--- src/rtl/voas_pkg.sv ---
// Shared types and constants for the voice allocator with oldest-note stealing.
// Used by voas_cell and voice_allocator_oldest_steal_unit; depends on nothing.
`default_nettype none

package voas_pkg;

   localparam int TIME_W           = 32;
   localparam int HANDLE_W         = 32;
   localparam int SLOT_W           = 4;
   localparam int COUNT_W          = 5;
   localparam int CFG_W            = 5;
   localparam int NUM_SLOTS_DEFAULT = 16;
   localparam int MAX_VOICES_RESET = 4;

   // Search token handed from cell to cell; best index and count travel beside it.
   typedef struct packed {
      logic                valid;
      logic                found;
      logic [TIME_W-1:0]   best_start;
      logic [HANDLE_W-1:0] best_handle;
   } token_type;

   // Update of the chosen slot.
   typedef struct packed {
      logic                en;
      logic [TIME_W-1:0]   start;
      logic [HANDLE_W-1:0] handle;
   } write_type;

endpackage

`default_nettype wire

--- src/rtl/voice_allocator_oldest_steal_unit.sv ---
// Top level of the voice allocator with oldest-note stealing: control, handle
// counter, result register and the chain of voas_cell slots. Depends on voas_pkg.
//
// Usage:
//   req channel carries one note trigger (req_start_time); a transfer happens
//   when req_valid is high and req_stall is low. rsp channel returns one result
//   per trigger: slot, note handle, stolen flag and active slot count.
//   csr_wr_en writes csr_wr_data into max_voices, clamped to 1..NUM_SLOTS;
//   write only while the block is idle.
// Sequence:
//   A search token walks the slot chain one cell per cycle; the unit captures
//   it after the last cell, loads the result register and raises rsp_valid,
//   and takes the next trigger only once the previous one has been loaded.
//   The length of the slot chain sets how long the walk lasts.
// Reset:
//   Synchronous, active high. All slots become free, the handle counter goes
//   to one and max_voices to four (clamped to NUM_SLOTS).
// Stall:
//   While rsp_stall holds a result, the next trigger is still taken and
//   searched; its slot update and result wait until the output register frees.
`default_nettype none

module voice_allocator_oldest_steal_unit #(
   parameter int NUM_SLOTS = voas_pkg::NUM_SLOTS_DEFAULT
) (
   input  wire                              clock,
   input  wire                              reset,
   input  wire                              req_valid,
   output logic                             req_stall,
   input  wire [voas_pkg::TIME_W-1:0]       req_start_time,
   output logic                             rsp_valid,
   input  wire                              rsp_stall,
   output logic [voas_pkg::SLOT_W-1:0]      rsp_slot,
   output logic [voas_pkg::HANDLE_W-1:0]    rsp_note_handle,
   output logic                             rsp_stolen,
   output logic [voas_pkg::COUNT_W-1:0]     rsp_active_count,
   input  wire                              csr_wr_en,
   input  wire [voas_pkg::CFG_W-1:0]        csr_wr_data
);

   localparam int IDX_W     = (NUM_SLOTS > 1) ? $clog2(NUM_SLOTS) : 1;
   localparam int CNT_W     = $clog2(NUM_SLOTS + 1);
   localparam int LIM_RESET = (voas_pkg::MAX_VOICES_RESET > NUM_SLOTS) ?
                              NUM_SLOTS : voas_pkg::MAX_VOICES_RESET;

   localparam logic [1:0] ST_IDLE  = 2'd0;
   localparam logic [1:0] ST_SCAN  = 2'd1;
   localparam logic [1:0] ST_WRITE = 2'd2;

   logic [1:0]                    state_ff, state_in;
   logic [CNT_W-1:0]              lim_ff, lim_in;
   logic [voas_pkg::HANDLE_W-1:0] handle_ff, handle_in;
   logic [voas_pkg::TIME_W-1:0]   start_ff;
   logic [IDX_W-1:0]              best_ff;
   logic                          found_ff;
   logic [CNT_W-1:0]              cnt_ff;

   logic                          rsp_valid_ff;
   logic [voas_pkg::SLOT_W-1:0]   rsp_slot_ff;
   logic [voas_pkg::HANDLE_W-1:0] rsp_handle_ff;
   logic                          rsp_stolen_ff;
   logic [voas_pkg::COUNT_W-1:0]  rsp_count_ff;

   logic                          launch;
   logic                          capture;
   logic                          load;
   voas_pkg::write_type           wr;

   voas_pkg::token_type           tok [NUM_SLOTS+1];
   logic [IDX_W-1:0]              idx [NUM_SLOTS+1];
   logic [CNT_W-1:0]              cnt [NUM_SLOTS+1];

   assign req_stall = (state_ff != ST_IDLE);
   assign launch    = req_valid && !req_stall;
   assign capture   = (state_ff == ST_SCAN) && tok[NUM_SLOTS].valid;
   assign load      = (state_ff == ST_WRITE) && (!rsp_valid_ff || !rsp_stall);

   always_comb begin
      tok[0].valid       = launch;
      tok[0].found       = 1'b0;
      tok[0].best_start  = '0;
      tok[0].best_handle = '0;
      idx[0]             = '0;
      cnt[0]             = '0;
   end

   for (genvar g = 0; g < NUM_SLOTS; g++) begin : g_cell
      voas_cell #(
         .NUM_SLOTS (NUM_SLOTS),
         .IDX       (g)
      ) u_cell (
         .clock   (clock),
         .reset   (reset),
         .lim     (lim_ff),
         .tok_in  (tok[g]),
         .idx_in  (idx[g]),
         .cnt_in  (cnt[g]),
         .tok_out (tok[g+1]),
         .idx_out (idx[g+1]),
         .cnt_out (cnt[g+1]),
         .wr      (wr),
         .wr_idx  (best_ff)
      );
   end

   always_comb begin
      wr.en     = load;
      wr.start  = start_ff;
      wr.handle = handle_ff;
   end

   always_comb begin
      state_in = state_ff;
      unique case (state_ff)
         ST_IDLE: begin
            if (launch) begin
               state_in = ST_SCAN;
            end
         end
         ST_SCAN: begin
            if (capture) begin
               state_in = ST_WRITE;
            end
         end
         ST_WRITE: begin
            if (load) begin
               state_in = ST_IDLE;
            end
         end
         default: state_in = ST_IDLE;
      endcase
   end

   always_comb begin
      lim_in = lim_ff;
      if (csr_wr_en) begin
         if (csr_wr_data == '0) begin
            lim_in = CNT_W'(1);
         end else if (int'(csr_wr_data) > NUM_SLOTS) begin
            lim_in = CNT_W'(NUM_SLOTS);
         end else begin
            lim_in = CNT_W'(csr_wr_data);
         end
      end
   end

   always_comb begin
      handle_in = handle_ff;
      if (load) begin
         handle_in = handle_ff + 1'b1;
         if (handle_in == '0) begin
            handle_in = voas_pkg::HANDLE_W'(1);
         end
      end
   end

   always_ff @(posedge clock) begin
      if (reset) begin
         state_ff     <= ST_IDLE;
         lim_ff       <= CNT_W'(LIM_RESET);
         handle_ff    <= voas_pkg::HANDLE_W'(1);
         rsp_valid_ff <= 1'b0;
      end else begin
         state_ff  <= state_in;
         lim_ff    <= lim_in;
         handle_ff <= handle_in;
         if (load) begin
            rsp_valid_ff <= 1'b1;
         end else if (!rsp_stall) begin
            rsp_valid_ff <= 1'b0;
         end
      end
   end

   always_ff @(posedge clock) begin
      if (launch) begin
         start_ff <= req_start_time;
      end
      if (capture) begin
         best_ff  <= idx[NUM_SLOTS];
         found_ff <= tok[NUM_SLOTS].found;
         cnt_ff   <= CNT_W'(cnt[NUM_SLOTS] + CNT_W'(tok[NUM_SLOTS].found));
      end
      if (load) begin
         rsp_slot_ff   <= voas_pkg::SLOT_W'(best_ff);
         rsp_handle_ff <= handle_ff;
         rsp_stolen_ff <= !found_ff;
         rsp_count_ff  <= voas_pkg::COUNT_W'(cnt_ff);
      end
   end

   assign rsp_valid        = rsp_valid_ff;
   assign rsp_slot         = rsp_slot_ff;
   assign rsp_note_handle  = rsp_handle_ff;
   assign rsp_stolen       = rsp_stolen_ff;
   assign rsp_active_count = rsp_count_ff;

   a_token_only_in_scan: assert property (@(posedge clock) disable iff (reset)
      tok[NUM_SLOTS].valid |-> (state_ff == ST_SCAN))
      else $error("search token left the chain outside of a scan");

   a_slot_within_limit: assert property (@(posedge clock) disable iff (reset)
      load |-> (CNT_W'(best_ff) < lim_ff))
      else $error("chosen slot beyond max_voices");

   a_handle_nonzero: assert property (@(posedge clock) disable iff (reset)
      handle_ff != '0)
      else $error("handle counter reached zero");

   a_load_gives_result: assert property (@(posedge clock) disable iff (reset)
      load |=> (rsp_valid && (rsp_note_handle == $past(handle_ff))))
      else $error("result register did not take the allocated handle");

endmodule

`default_nettype wire

--- src/rtl/voas_cell.sv ---
// One voice slot of the allocator chain: holds the slot state and refines the
// search token by one slot per cycle. Depends on voas_pkg.
`default_nettype none

module voas_cell #(
   parameter int NUM_SLOTS = voas_pkg::NUM_SLOTS_DEFAULT,
   parameter int IDX       = 0,
   localparam int IDX_W    = (NUM_SLOTS > 1) ? $clog2(NUM_SLOTS) : 1,
   localparam int CNT_W    = $clog2(NUM_SLOTS + 1)
) (
   input  wire                       clock,
   input  wire                       reset,
   input  wire [CNT_W-1:0]           lim,
   input  voas_pkg::token_type       tok_in,
   input  wire [IDX_W-1:0]           idx_in,
   input  wire [CNT_W-1:0]           cnt_in,
   output voas_pkg::token_type       tok_out,
   output logic [IDX_W-1:0]          idx_out,
   output logic [CNT_W-1:0]          cnt_out,
   input  voas_pkg::write_type       wr,
   input  wire [IDX_W-1:0]           wr_idx
);

   localparam logic [IDX_W-1:0] MY_IDX = IDX_W'(IDX);
   localparam logic [CNT_W-1:0] MY_POS = CNT_W'(IDX);

   logic                          active_ff;
   logic [voas_pkg::TIME_W-1:0]   start_ff;
   logic [voas_pkg::HANDLE_W-1:0] handle_ff;

   logic                          tok_valid_ff;
   voas_pkg::token_type           tok_in_c;
   logic [IDX_W-1:0]              idx_in_c;
   voas_pkg::token_type           tok_ff;
   logic [IDX_W-1:0]              idx_ff;
   logic [CNT_W-1:0]              cnt_ff;
   logic                          in_range;
   logic                          older;
   logic                          wr_hit;

   assign in_range = (MY_POS < lim);
   assign wr_hit   = wr.en && (wr_idx == MY_IDX);
   assign older    = (IDX == 0) ||
                     (start_ff < tok_in.best_start) ||
                     ((start_ff == tok_in.best_start) && (handle_ff < tok_in.best_handle));

   always_comb begin
      tok_in_c = tok_in;
      idx_in_c = idx_in;
      if (in_range && !tok_in.found) begin
         if (!active_ff) begin
            tok_in_c.found = 1'b1;
            idx_in_c       = MY_IDX;
         end else if (older) begin
            tok_in_c.best_start  = start_ff;
            tok_in_c.best_handle = handle_ff;
            idx_in_c             = MY_IDX;
         end
      end
   end

   always_ff @(posedge clock) begin
      if (reset) begin
         active_ff    <= 1'b0;
         tok_valid_ff <= 1'b0;
      end else begin
         tok_valid_ff <= tok_in.valid;
         if (wr_hit) begin
            active_ff <= 1'b1;
         end
      end
   end

   always_ff @(posedge clock) begin
      if (wr_hit) begin
         start_ff  <= wr.start;
         handle_ff <= wr.handle;
      end
      tok_ff <= tok_in_c;
      idx_ff <= idx_in_c;
      cnt_ff <= CNT_W'(cnt_in + CNT_W'(active_ff));
   end

   always_comb begin
      tok_out       = tok_ff;
      tok_out.valid = tok_valid_ff;
   end

   assign idx_out = idx_ff;
   assign cnt_out = cnt_ff;

endmodule

`default_nettype wire

--- config.mk ---
export PLATFORM = sky130hd
export DESIGN_NAME = voice_allocator_oldest_steal_unit
export DESIGN_NICKNAME = d
export VERILOG_FILES = /design/src/rtl/voas_pkg.sv /design/src/rtl/voice_allocator_oldest_steal_unit.sv /design/src/rtl/voas_cell.sv
export SDC_FILE = /design/constraint.sdc
export NUM_CORES = 2
export LEC_CHECK = 0
export CORE_UTILIZATION = 42
export CTS_CLUSTER_SIZE = 40
export DETAILED_ROUTE_END_ITERATION = 10
export DONT_BUFFER_PORTS = 1
export MAX_ROUTING_LAYER = met4
export PLACE_DENSITY_LB_ADDON = 0.05
export SLEW_MARGIN = 10
export SYNTH_ARGS = -nofsm -noshare
export SYNTH_HDL_FRONTEND = slang
export SYNTH_HIERARCHICAL = 1
export SYNTH_SLANG_ARGS = --single-unit
--- constraint.sdc ---
create_clock -name clock -period 9.1 [get_ports clock]
set_input_delay 0 -clock clock [delete_from_list [all_inputs] [get_ports clock]]
set_output_delay 0 -clock clock [all_outputs]
set_load 0.01 [all_outputs]
# Yosys cells after proc, flatten, opt, wreduce, memory -nomap -nowiden
# Cells that the tools add are included.
# classes
add_sub_neg,17
order_cmp,47
eq_ne,36
n_mux,114
reduce_logical,92
# op_table
cell,count
two-way mux 64 bit,30
two-way mux 65 bit,15
less-than comparator 32 bit,30
== test 32 bit,15
two-way mux 4 bit,42
adder 5 x 1 -> 5 bit,15
logical AND 1 bit,49
"less-than comparator 4 x 5 -> 1 bit, first input constant",8
"adder 32 x 1 -> 32 bit, second input constant",1
"== test 4 bit, second input constant",8
zero test 32 bit,1
two-way mux 32 bit,1
"less-than comparator 3 x 5 -> 1 bit, first input constant",4
two-way mux 1 bit,20
zero test 1 bit,19
"== test 4 x 3 -> 1 bit, second input constant",4
logical OR 1 bit,16
"less-than comparator 1 x 5 -> 1 bit, first input constant",2
"less-than comparator 2 x 5 -> 1 bit, first input constant",2
two-way mux 5 bit,2
"== test 4 x 2 -> 1 bit, second input constant",2
two-way mux 2 bit,3
"inequality test 2 bit, second input constant",3
case mux 2 bit (3 select lines),1
other kinds (12),13
# word_totals
ff_bits,2292
out_inout_bits,44
elab_cells,460

# Logic depth before layout (Yosys ltp)
# logic_depth
depth_word,6
mapped_depth,10

# Hierarchy
# Netlist, hierarchy kept.
# by_module_without_submodules
mod,n_inst,cells_per_inst,area_per_inst_um2,seq_area_each_um2
voas_cell (g_cell[1].u_cell ...),2,455,6206.0,3443.3
voas_cell (g_cell[4].u_cell),1,470,6338.6,3443.3
voas_cell (g_cell[13].u_cell),1,461,6253.5,3443.3
voas_cell (g_cell[12].u_cell),1,468,6243.5,3443.3
voas_cell (g_cell[3].u_cell),1,462,6241.0,3443.3
voas_cell (g_cell[14].u_cell),1,456,6211.0,3443.3
voas_cell (g_cell[2].u_cell),1,454,6197.2,3443.3
voas_cell (g_cell[11].u_cell),1,452,6193.4,3443.3
voas_cell (g_cell[7].u_cell),1,452,6192.2,3443.3
voas_cell (g_cell[9].u_cell),1,460,6087.1,3443.3
voas_cell (g_cell[6].u_cell),1,459,6084.6,3443.3
voas_cell (g_cell[8].u_cell),1,460,6084.6,3443.3
voas_cell (g_cell[10].u_cell),1,463,6019.5,3443.3
voas_cell (g_cell[15].u_cell),1,463,6010.8,3443.3
2 more rows,--,--,--,--

# Worst setup path after synthesis
# OpenSTA, ideal clock, no wires.
# synth_timing
kind,reg-to-reg
from,register state_ff[1]
to,"register g_cell[7].u_cell/handle_ff[0] in the netlist's numbering, enable pin"
arrival_ps,7494
required_time_ps,8450
slack_ps,956
path_stages_with_launch,7
n_path_buf,1
period_less_slack_ps,8144
path_cell_list,dfxtp_1 > nor2b_1 > nand2_1 > inv_2 > buf_6 > nand2_1 > nor4bb_1
# synth_between
elab_chain_len,3
# synth_lines
item,line_no,rtl
start: declaration,voice_allocator_oldest_steal_unit.sv:50,"logic [1:0] state_ff, state_in;"
start signal: assignment,voice_allocator_oldest_steal_unit.sv:164,state_ff <= state_in;
== test 2 bit,voice_allocator_oldest_steal_unit.sv:76,assign load = (state_ff == ST_WRITE) && (!rsp_valid_ff || !rsp_stall);
logical AND 1 bit,voice_allocator_oldest_steal_unit.sv:76,
via load,voice_allocator_oldest_steal_unit.sv:66,logic load;
logical AND 1 bit,voas_cell.sv:42,assign wr_hit = wr.en && (wr_idx == MY_IDX);
via g_cell[7].u_cell.wr_hit,voas_cell.sv:39,logic wr_hit;
end signal: assignment,voas_cell.sv:77,handle_ff <= wr.handle;
end: declaration,voas_cell.sv:29,logic [voas_pkg::HANDLE_W-1:0] handle_ff;
# The timed path passes the listed nets, and every way through them passes these cells.
# A chain may end at the register's enable or synchronous reset.

==> flow_metrics.tcl <==
set metrics [dict create \
    rsz0062_at_grt "false" \
    postRouteAntennaNets 0 \
    setup_violations 0 \
    seq_power_share_pct 49.4 \
    crit_type "flop to flop" \
    path_cells "ha_1, and4_1, or4b_1, o221ai_1, a311oi_2, o211ai_4, buf_4, mux2_2" \
    crit_path_start "g_cell[7].u_cell/handle_ff[10]" \
    hpwl_mm 153 \
    track_usage_pct 17.8 \
    wl_met1_mm 101 \
    post_cts_buffers 0 \
    hold_start "req_valid" \
    cts_tree "done" \
    drtIter0Drc 2324 \
    final_core_util_pct 48.1 \
    synth_warnings 6 \
    htreeDepth 5 \
    power.density_mw_per_mm2 202 \
    fp-row-count 178 \
    die_w_um 489 \
    firstDrtPassIters 5 \
    crit_slowest_cell "o211ai_4" \
    io_pins 86 \
    synth.avg_cell_area_um2 13.6 \
    grt_max_degree 74 \
    core-area_mm2 0.236 \
    antenna_found_initial 6 \
    grt_pass1_wl_mm 320 \
    clk_pin_slew_worst_paths_ns 0.06 \
    cp_top_family "compound AO/OA/AOI/OAI gates" \
    maxSlewHeadroom_pct 17.5 \
    cp.arrival_ns 5.35 \
    clock-root-buffer "clkbuf_16" \
    design_area_mm2 0.113 \
    die_h_um 489 \
    dieArea_mm2 0.240 \
    wl_per_cell_um 18.6 \
    start_kind "flop" \
    fin_crit_ns 4.58 \
    wl_met2_mm 93.3 \
    dr_wl_met3_mm 5.76 \
    period_share_pct 50.4 \
    switching_share_pct 20.6 \
    final-hold-violation-count 0 \
    gp_congestion 0.824 \
    path_buf_inv 1 \
    clock_skew_ns 0.0409 \
    ctsResizeCount 0 \
    grt_pass1_vias 55668 \
    final_max_slew_viol_count 0 \
    initial_core_util_pct 42.4 \
    placed_area_mm2 0.103 \
    reg2reg_slack_ns 4.52 \
    ctsHoldBuffers 87 \
    power.internal_uw 18200 \
    worstMarginPinSlew_ns 1.23 \
    clockBufferDepth 4 \
    cts_buffers 279 \
    status "completed" \
    max_clock_freq_mhz 218 \
    viasPerCell 4.83 \
    wl_mm 207 \
    fin_ws_ns 4.52 \
    area_growth_pct 13.5 \
    clk_latency_ns 0.90 \
    crit_required_ns 9.87 \
    synthCells 7363 \
    drive_gt1_share_pct 18.4 \
    tns_ns 0 \
    grt_overflow 0 \
    p_total_uw 22900 \
    cp_max_fo 40 \
    top_layer_used "met4" \
    vias 53693 \
    maxCapViolCount 0 \
    port_buffers 0 \
    min_path_type "primary input to flop" \
    p_leak_uw 0.0511 \
    syn_area_mm2 0.0998 \
    pre_cts_slack_ns 4.41 \
    nNetsFinal 8782 \
    final_cell_mix "dfxtp_1 (1189), edfxtp_1 (1108), ha_1 (980)" \
    slowest_delay_ns 1.01 \
    p_comb_share_pct 3.6 \
    power_switching_uw 4720 \
    vdd_drop_max_uv 158 \
    end_kind "flop" \
    cts.sinks 2300 \
    final_common_cell "dfxtp_1" \
    pwr-share-clk_pct 47.0 \
    r2r_start "g_cell[7].u_cell/handle_ff[10]" \
    remaining_drc_errors 0 \
]
registers in the layout (all words and copies together) (netlist names):
signal	flops
g_cell.u_cell/tok_out	976
g_cell.u_cell/handle_ff	512
g_cell.u_cell/start_ff	512
g_cell.u_cell/cnt_out	80
g_cell.u_cell/idx_out	64
handle_ff	32
rsp_note_handle	32
start_ff	32
g_cell.u_cell/active_ff	16
g_cell.u_cell/tok_valid_ff	16
cnt_ff	5
lim_ff	5
rsp_active_count	5
best_ff	4
rsp_slot	4
state_ff	2
found_ff	1
rsp_stolen	1
rsp_valid	1
path summary, 6_finish.rpt:
check | end | cells past startpoint
worst min-delay path | state_ff[0] | 3
worst max-delay path | g_cell[7].u_cell/tok_out[3] | 8
worst min register to register | g_cell[11].u_cell/idx_out[1] | 1
worst max register to register | g_cell[7].u_cell/tok_out[3] | 8
cell type report:
type / count / area, um2
Fill cell: 20680 / 122000
Timing Repair Buffer: 164 / 1470
Clock inverter: 88 / 815
Sequential cell: 2300 / 57100
Clock buffer: 402 / 8120
Multi-Input combinational cell: 4042 / 38100
Inverter: 973 / 3650
Tap cell: 3150 / 3940
Antenna cell: 8 / 20.0
metal layers:
layer	global-route usage (%)	vias to the layer above
li1	-	27046
met1	23.5	25556
met2	28.3	688
met3	2.33	403
met4	6.05	0
met5	-	-
stage by stage:
stage,std cells,hold slack (ns)
5_1_grt,11120,0.186
4_1_cts,11119,0.145
2_1_floorplan,7442,0.0716
3_3_place_gp,10541,0.0989
6_report,11127,0.155
3_5_place_dp,10542,0.0989
power groups by stage:
stage	Sequential [uW]	Clock [uW]	Combinational, uW
floorplan	11400	0	638
global placement	11500	0	777
detailed placement	11500	0	796
CTS	11300	11100	843
global route	11300	11500	946
finish	11300	10700	829
worst reg2reg max path, delay by kind of cell (launching register included):
family          cells  cell delay, ns
mux                 1            0.48
fa+ha+maj           1            0.33
flops               1            0.38
simple gates        2            0.64
buf+inv             1            0.74
compound gates      3            1.89
No activity file was read; power rests on OpenSTA's default activity.
